### src/hw/rtl/hps_pkg.sv
// shared types and constants of the heat plate stencil pass
`timescale 1ns / 1ps

package hps_pkg;

  localparam int ValW      = 23;
  localparam int ColsRegW  = 11;
  localparam int RowsW     = 16;
  localparam int CntW      = 26;
  localparam int CfgIdxW   = 2;
  localparam int InDataW   = 24;
  localparam int OutDataW  = 56;
  localparam int FifoDepth = 4;
  localparam int MaxColsDefault = 1024;

  localparam logic [CntW-1:0]     CntMax           = {CntW{1'b1}};
  localparam logic [ColsRegW-1:0] GridColsReset    = ColsRegW'(1024);
  localparam logic [RowsW-1:0]    GridRowsReset    = RowsW'(1024);
  localparam logic [ValW-1:0]     ToleranceReset   = ValW'(6554);
  localparam logic [ValW-1:0]     HotThresholdReset = ValW'(3276800);
  localparam int MinDim = 3;

  typedef enum logic [CfgIdxW-1:0] {
    RegGridCols     = 2'd0,
    RegGridRows     = 2'd1,
    RegTolerance    = 2'd2,
    RegHotThreshold = 2'd3
  } cfg_reg_e;

  // one result item as it waits in the output queue
  typedef struct packed {
    logic [CntW-1:0] count;
    logic            unconv;
    logic            last;
    logic            fixed;
    logic [ValW-1:0] value;
  } result_t;

endpackage

### src/hw/rtl/hps_out_fifo.sv
// output queue of the stencil pass, takes up to two results per cycle
`timescale 1ns / 1ps

module hps_out_fifo
  import hps_pkg::*;
#(
  parameter int DEPTH = FifoDepth
) (
  input  logic    clk_i,
  input  logic    rst_ni,
  input  logic    push_a_i,
  input  result_t data_a_i,
  input  logic    push_b_i,
  input  result_t data_b_i,
  output logic    ready_o,
  output logic    valid_o,
  output result_t data_o,
  input  logic    pop_i
);

  localparam int PtrW = $clog2(DEPTH);
  localparam int LvlW = $clog2(DEPTH + 1);

  result_t         slot_q [DEPTH];
  logic [PtrW-1:0] wr_ptr_q, wr_ptr_d, rd_ptr_q, rd_ptr_d;
  logic [LvlW-1:0] level_q, level_d;
  logic [PtrW-1:0] wr_next;
  logic            pop;
  logic [1:0]      n_push;

  function automatic logic [PtrW-1:0] ptr_inc(input logic [PtrW-1:0] p);
    logic [PtrW-1:0] r;
    if (32'(p) == DEPTH - 1) r = '0;
    else r = p + 1'b1;
    return r;
  endfunction

  assign pop     = valid_o && pop_i;
  assign n_push  = 2'(push_a_i) + 2'(push_b_i);
  assign wr_next = ptr_inc(wr_ptr_q);

  always_comb begin
    wr_ptr_d = wr_ptr_q;
    if (n_push == 2'd2) wr_ptr_d = ptr_inc(wr_next);
    else if (n_push == 2'd1) wr_ptr_d = wr_next;
    rd_ptr_d = pop ? ptr_inc(rd_ptr_q) : rd_ptr_q;
    level_d  = level_q + LvlW'(n_push) - LvlW'(pop);
  end

  assign ready_o = 32'(level_q) <= DEPTH - 2;
  assign valid_o = level_q != '0;
  assign data_o  = slot_q[rd_ptr_q];

  always_ff @(posedge clk_i or negedge rst_ni) begin
    if (!rst_ni) begin
      wr_ptr_q <= '0;
      rd_ptr_q <= '0;
      level_q  <= '0;
    end else begin
      wr_ptr_q <= wr_ptr_d;
      rd_ptr_q <= rd_ptr_d;
      level_q  <= level_d;
    end
  end

  always_ff @(posedge clk_i) begin
    if (push_a_i) begin
      slot_q[wr_ptr_q] <= data_a_i;
      if (push_b_i) slot_q[wr_next] <= data_b_i;
    end else if (push_b_i) begin
      slot_q[wr_ptr_q] <= data_b_i;
    end
  end

endmodule

### config.mk
export PLATFORM = sky130hd
export DESIGN_NAME = hps_out_fifo
export DESIGN_NICKNAME = d
export VERILOG_FILES = /design/src/hw/rtl/hps_pkg.sv /design/src/hw/rtl/hps_out_fifo.sv
export SDC_FILE = /design/constraint.sdc
export NUM_CORES = 1
export LEC_CHECK = 0
export BUFFER_PORTS_ARGS = -buffer_cell sky130_fd_sc_hd__buf_2
export CAP_MARGIN = 5
export CORE_ASPECT_RATIO = 1.2
export CORE_MARGIN = 2
export CORE_UTILIZATION = 49
export CTS_BUF_LIST = sky130_fd_sc_hd__clkbuf_16
export DETAILED_ROUTE_END_ITERATION = 10
export HOLD_SLACK_MARGIN = 0.12
export PLACE_DENSITY = 0.74
export RECOVER_POWER = 50
export SLEW_MARGIN = 20
export SYNTH_ARGS = -nofsm -noshare
export SYNTH_HDL_FRONTEND = slang
export SYNTH_SLANG_ARGS = --single-unit
### constraint.sdc
create_clock -name clk_i -period 4.9 [get_ports clk_i]
set_input_delay 0.98 -clock clk_i [delete_from_list [all_inputs] [get_ports clk_i]]
set_output_delay 0.98 -clock clk_i [all_outputs]
set_load 0.01 [all_outputs]
==> impl_metrics.ini, run 1 <==
[hold_path]
holdCritPathClass = input port to async pin

[clocking]
clkLatencyLatePin_ns = 0.50
cts_resized = 0
hold_buffers = 0
cts.sinks = 215
cts_setup_buffers = 0
cts.reportedPaths.clkPinSlew_ns = 0.06
cts_made_buffers = 22
cts_tree = yes
cts_max_level = 1
cts_root_buf = clkbuf_16
clockBufferDepth = 3

[yosys]
synth.distinct_cells = 24
yosys.area.top_type_share = 0.573
yosys-top-cells-area = edfxtp_1 (57%), mux2_2 (16%), mux4_2 (11%), mux2_4 (6.9%), buf_6 (2.1%)
synthMuxAreaShare = 0.341
synth-simple-area-share = 0.00367
syn_avg_cell_area_um2 = 19.2
syn_inst = 567
synth_top_area_cell = edfxtp_1
synth_fp_nets = 694
synth-compound-area-share = 0.0101
synth-xor-area-share = 0.00241
syn_area_um2 = 10900
synth_top_family_by_area = multiplexers
synth-edff-count = 208
async_flop_share = 0.0326
ys.flop_type = edfxtp_1
yosys.cell_count.top_type = edfxtp_1
seq_area_frac_synth = 0.589
yosysWarnings = 0
synthAdderAreaFrac = 0.0213
synth_common_cells = edfxtp_1 (208), mux2_2 (158), mux4_2 (52)
ys_seq_elements = 215

[power_and_ir_drop]
clockPowerShare = 0.235
sw_frac_of_total = 0.315
p_comb_frac = 0.344
ir_worst_vdd_mv = 0.314
seq_power_share = 0.421
p_int_mw = 4.95
power.switching_mw = 2.27
p_leak_nw = 4.72
power.density_nw_per_um2 = 573

[timing]
drv_slew = 198
worst_pin_slew_ns = 2.46
rsz0062_at_grt = no
fin_crit_ns = 4.10
maxSlewHeadroom = -0.660
setup_violations = 0
finalCritPeriodShare = 0.838
finalWorstSetupSlack_ns = 0.795
hold_viol = 0
fin_worst_skew_ns = 0.00900
fmax_mhz = 244

[grt]
track_usage = 0.202
antenna_found_initial = 6
grt_pass1_vias = 6482
grt_max_degree = 53
grt_pass1_wl_um = 36500
gr-total-overflow = 0

[worst_setup_path]
worstSetupStartpointType = input port
end_kind = flop
worstPathRequired_ns = 5.03
cp_max_fo = 39
arrival_ns = 4.23
path_class = input port to flop

[floorplan]
die-area_um2 = 23500
die_y_um = 167
num_rows = 59
start_util = 0.501
core_area_um2 = 21800
die_w_um = 140
io_pins = 163

[routing]
vias = 5796
maxUsedRoutingLayer = met4
drtIter0Drc = 353
drt-pass1-iter-count = 4
wl_per_cell_um = 23.0
wl_um = 23700
viasPerCell = 5.62
ant_nets = 0
drcViolationCount = 0
wl_met2_um = 12800
wl_met3_um = 1300
met1Wirelength_um = 9070

[place]
post-place-ws_ns = 1.55
portBuffers = 162
gp_congestion = 0.777
dp_hpwl_um = 14900

[run_status]
violations = capacitance limit, slew limit
status = finished with violations

[layout]
syn2layout_area_growth_pct = 15.6
drive_gt1_frac = 0.611
fin_nets = 862
utilization = 0.579

[flow_run]
max-cap-violations = 5
path summary, 6_finish.rpt:
path                                               from  slack [ns]                      end  cells past startpoint
max in group asynchronous                        rst_ni        4.22  rd_ptr_q[0]$_DFFE_PN0P_                      1
worst max register to register  wr_ptr_q[0]$_DFFE_PN0P_        1.04  slot_q[0][34]$_DFFE_PP_                      5
min in group clk_i                 level_q[2]$_DFF_PN0_        0.50     level_q[2]$_DFF_PN0_                      1
worst max-delay path                           push_a_i        0.80  slot_q[0][34]$_DFFE_PP_                      5
worst min register to register     level_q[2]$_DFF_PN0_        0.50     level_q[2]$_DFF_PN0_                      1
worst min-delay path                             rst_ni        0.37     level_q[1]$_DFF_PN0_                      1
stage by stage:
step	power, mW	TNS (ns)	instance area, µm²	hold WS [ns]	std cells
floorplan	4.77	-118.08	10900	0.462	567
finish	7.22	0	12600	0.369	1031
global placement	5.53	0	11900	0.476	984
global route	7.56	0	12600	0.389	1029
CTS	7.34	0	12700	0.296	1025
detailed placement	5.65	0	12000	0.486	985
power by group through the flow:
stage | logic [mW] | registers, mW | clock network (mW)
final | 2.49 | 3.04 | 1.70
after global routing | 2.65 | 3.11 | 1.79
after CTS | 2.57 | 3.05 | 1.72
after detailed placement | 2.56 | 3.09 | 0
after global placement | 2.48 | 3.05 | 0
after floorplan | 1.78 | 2.99 | 0
sequential cells by signal (all words and copies together) (netlist names):
| register | flops |
|---|---|
| level_q | 3 |
| wr_ptr_q | 2 |
| rd_ptr_q | 2 |
| slot_q | 208 |
worst max-delay path, stage by stage:
cell and delay (ns):
clkbuf_1 0.12, inv_1 0.09, ha_1 0.32, o21ai_0 1.89, buf_4 0.80
per-layer routing:
| metal | global-route usage | up-vias |
|---|---|---|
| met5 | 0 | - |
| met1 | 0.237 | 2966 |
| met4 | 0.0619 | 0 |
| met3 | 0.0380 | 32 |
| met2 | 0.374 | 160 |
| li1 | - | 2638 |
cells in the final DEF (no fill, tap or decap), types with 2 or more instances in the layout:
master and instances:
mux2_4 40, clkinv_1 7, o21ai_4 3, buf_4 9, clkbuf_1 6, mux4_2 52, dfrtp_1 5, xnor2_1 2
a21oi_4 4, nand2_1 6, bufinv_16 3, clkbuf_2 3, o21ai_0 2, a211oi_1 2, clkbuf_16 23, clkinv_2 2
inv_1 19, edfxtp_1 208, mux2_2 158, ha_1 17, mux2_1 12, diode_2 6, buf_2 158
layout make-up:
type                       count  area [µm²]
clock buffer                  23         576
inverter                      15        56.3
timing repair buffer         177         916
multi-input combinational    304        4130
sequential                   215        6430
tap                          274         343
clock inverter                17         149
antenna                        6        15.0
fill                        1656        9170
kinds of logic (layout without fill, tap and decap cells):
logic type,after synthesis,in the layout
buffers and inverters,48,232
muxes,262,262
other,0,6
and+or+nand+nor,9,9
DFF,215,215
xor gates and xnor gates,3,3
adders and majority gates,18,18
AOI/OAI and AO/OA,12,12
Note: power is estimated with default switching activity, not from simulation.
==> run 2: changes to the inputs <==
ABC_AREA = 1   (was default)
PLACE_DENSITY = 0.71   (was 0.74)
clock period = 3.9 ns   (was 4.9 ns; I/O delays follow)
==> run 2 against run 1 <==
Effect of this change:
- the flow still finishes with violations (capacitance limit, slew limit)
- wire length is 17% higher
- clock skew is 0.0022 ns higher
- power is 28% higher
- worst setup slack worse by 0.17 ns
- count of clock-buffer cells in the layout stayed put
- first-iteration DRC count is 110% higher
- sequential power is 24% higher
- largest power group unchanged
- non-clock buffer count is 6 higher
- clock power is 14% higher
- hold slack better by 0.17 ns
- via count is 56% higher
==> impl_metrics.ini, run 2 <==
[worst_setup_path]
r2r_start = wr_ptr_q[0]$_DFFE_PN0P_
end_kind = flop
cp_max_fo = 40
arrival_ns = 3.45
r2r_slack_ns = 0.69
cp_slowest_stage_delay_ns = 1.80
critPathLaunch = push_a_i
endpoint = slot_q[3][2]$_DFFE_PP_
cp_slowest_cell = o21ai_0
worstSetupStartpointType = input port
r2r_end = slot_q[0][12]$_DFFE_PP_
cp_cell_sequence = clkbuf_1 > inv_1 > ha_1 > o21ai_0 > buf_12
r2r_cells = 5
path_class = input port to flop
worstPathRequired_ns = 4.08

[clocking]
cts.reportedPaths.clkPinSlew_ns = 0.06
cts_root_buf = clkbuf_16
cts_max_level = 1
cts_tree = yes
clockBufferDepth = 3
clkLatencyLatePin_ns = 0.51
cts.sinks = 215
cts_made_buffers = 23

[yosys]
yosysWarnings = 0
syn_inst = 1263
yosys.area.top_type_share = 0.544
async_flop_share = 0.0326
synth_common_cells = o21ai_0 (284), nand2_1 (277), edfxtp_1 (208)
syn_avg_cell_area_um2 = 9.09
yosys-top-cells-area = edfxtp_1 (54%), o21ai_0 (12%), nand2_1 (9.1%), nor2_1 (5.2%), o21ai_2 (4.0%)
ys_seq_elements = 215
synth_fp_nets = 1390
synth_top_area_cell = edfxtp_1
ys.flop_type = edfxtp_1
synth.distinct_cells = 23
seq_area_frac_synth = 0.559
syn_area_um2 = 11500
yosys.cell_count.top_type = o21ai_0
synth-edff-count = 208

[layout]
instances_no_fill = 1718
utilization = 0.560
fin_nets = 1509
layout_common_cells = o21ai_0 (312), nand2_1 (277), edfxtp_1 (208), nor2_1 (159), buf_2 (158)
top_register = slot_q
largest_reg_flops = 208
final_common_cell = o21ai_0
drive_gt1_frac = 0.172
top_regs = slot_q: 208 flops, level_q: 3 flops
syn2layout_area_growth_pct = 12.8

[timing]
hold_slack_ns = 0.541
setup_violations = 0
fmax_mhz = 306
fin_worst_skew_ns = 0.0112
drv_slew = 171
fin_crit_ns = 3.27
maxSlewHeadroom = -0.610
hold_viol = 0
rsz0062_at_grt = no
finalCritPeriodShare = 0.839
worst_pin_slew_ns = 2.42
tns_ns = 0

[routing]
wl_per_cell_um = 16.1
drtIter0Drc = 744
drcViolationCount = 0
vias = 9038
wl_um = 27600
viasPerCell = 5.26
drt-pass1-iter-count = 5
ant_nets = 0

[grt]
grt_max_degree = 108
grt_pass1_wl_um = 44000
grt_pass1_vias = 8624
track_usage = 0.227
gr-total-overflow = 0
antenna_found_initial = 4

[floorplan]
core_area_um2 = 23100
io_pins = 163
num_rows = 61
die_y_um = 172
start_util = 0.497
die-area_um2 = 24700
die_w_um = 144

[place]
gp_congestion = 0.770
portBuffers = 162
dp_hpwl_um = 16800
dp.cells = 1671

[hold_path]
holdCritPathClass = flop to flop

[power_and_ir_drop]
p_int_mw = 5.75
sw_frac_of_total = 0.379
total_power_mw = 9.26
power.switching_mw = 3.51
p_comb_frac = 0.383
clockPowerShare = 0.209
p_leak_nw = 4.75
seq_power_share = 0.408
ir_worst_vdd_mv = 0.361
power.density_nw_per_um2 = 715

[run_status]
status = finished with violations
violations = capacitance limit, slew limit

[flow_run]
max-cap-violations = 5
-- run 2: cell types whose count changed in the layout (fill, tap and decap cells not counted), moves of 4 or more --
cell and change:
o21ai_2 +32, mux2_4 -40, buf_12 +5, a21oi_4 -4
nand2_1 +271, inv_1 +58, nor2_1 +158, mux4_2 -52
mux2_2 -158, mux2_1 -12, o21ai_0 +310, o21ai_1 +78
-- run 2: worst min-delay path by stage --
stage                                       start                       to  slack [ns]  cells after the start
after floorplan           rd_ptr_q[1]$_DFFE_PN0P_  rd_ptr_q[1]$_DFFE_PN0P_        0.47                      2
after global placement       level_q[2]$_DFF_PN0_     level_q[2]$_DFF_PN0_        0.52                      2
after detailed placement     level_q[2]$_DFF_PN0_     level_q[2]$_DFF_PN0_        0.52                      2
after CTS                    level_q[2]$_DFF_PN0_     level_q[2]$_DFF_PN0_        0.53                      2
after global routing         level_q[0]$_DFF_PN0_     level_q[0]$_DFF_PN0_        0.57                      1
final                        level_q[2]$_DFF_PN0_     level_q[2]$_DFF_PN0_        0.54                      2
-- run 2: cells by family (layout without fill, tap and decap cells) --
logic type,count (synthesis),count (layout),synth area share
buffers and inverters,166,302,0.0738
other,0,4,0
AND/OR/NAND/NOR,439,439,0.144
XOR/XNOR,2,2,0.00153
AO/OA/AOI/OAI,423,423,0.201
flip-flops,215,215,0.559
adder cells (fa/ha/maj),18,18,0.0203
-- run 2: critical path: cells and delay by family --
family | cells | cell delay (ns)
AO/OA/AOI/OAI | 1 | 1.80
adder cells (fa/ha/maj) | 1 | 0.26
buffers and inverters | 3 | 0.60
-- run 2: what timing repair did --
action	in CTS	in global routing
endpoints found under the hold margin	7	0
resized for setup	0	0
hold buffers	1	0
setup buffers	0	0
setup endpoints to repair	0	0
-- run 2: cell type report --
type	count	area [µm²]
antenna	4	10.0
clock buffer	23	576
clock inverter	19	81.3
fill	2063	10200
inverter	77	298
multi-input combinational	882	4140
sequential	215	6420
tap	315	394
timing repair buffer	183	1030
-- run 2: metrics by stage --
step	setup WS [ns]	area, µm²
finish	0.628	13000
global route	0.327	12900
CTS	0.635	13100
detailed placement	1.15	12400
global placement	1.21	12400
floorplan	-1.37	11500
-- run 2: power by group through the flow --
stage / Clock [mW] / Combinational [mW] / Sequential, mW
finish: 1.94 / 3.55 / 3.78
CTS: 1.96 / 3.66 / 3.76
floorplan: 0 / 2.32 / 3.88
global route: 2.06 / 3.99 / 3.84
detailed placement: 0 / 3.65 / 3.80
global placement: 0 / 3.58 / 3.78
-- run 2: routing by layer --
metal	share of wire	global-route usage	wire [µm]
met2	0.50	0.397	13700
met5	0	0	0
met1	0.43	0.297	11800
met4	0.016	0.0571	437
met3	0.061	0.0326	1670
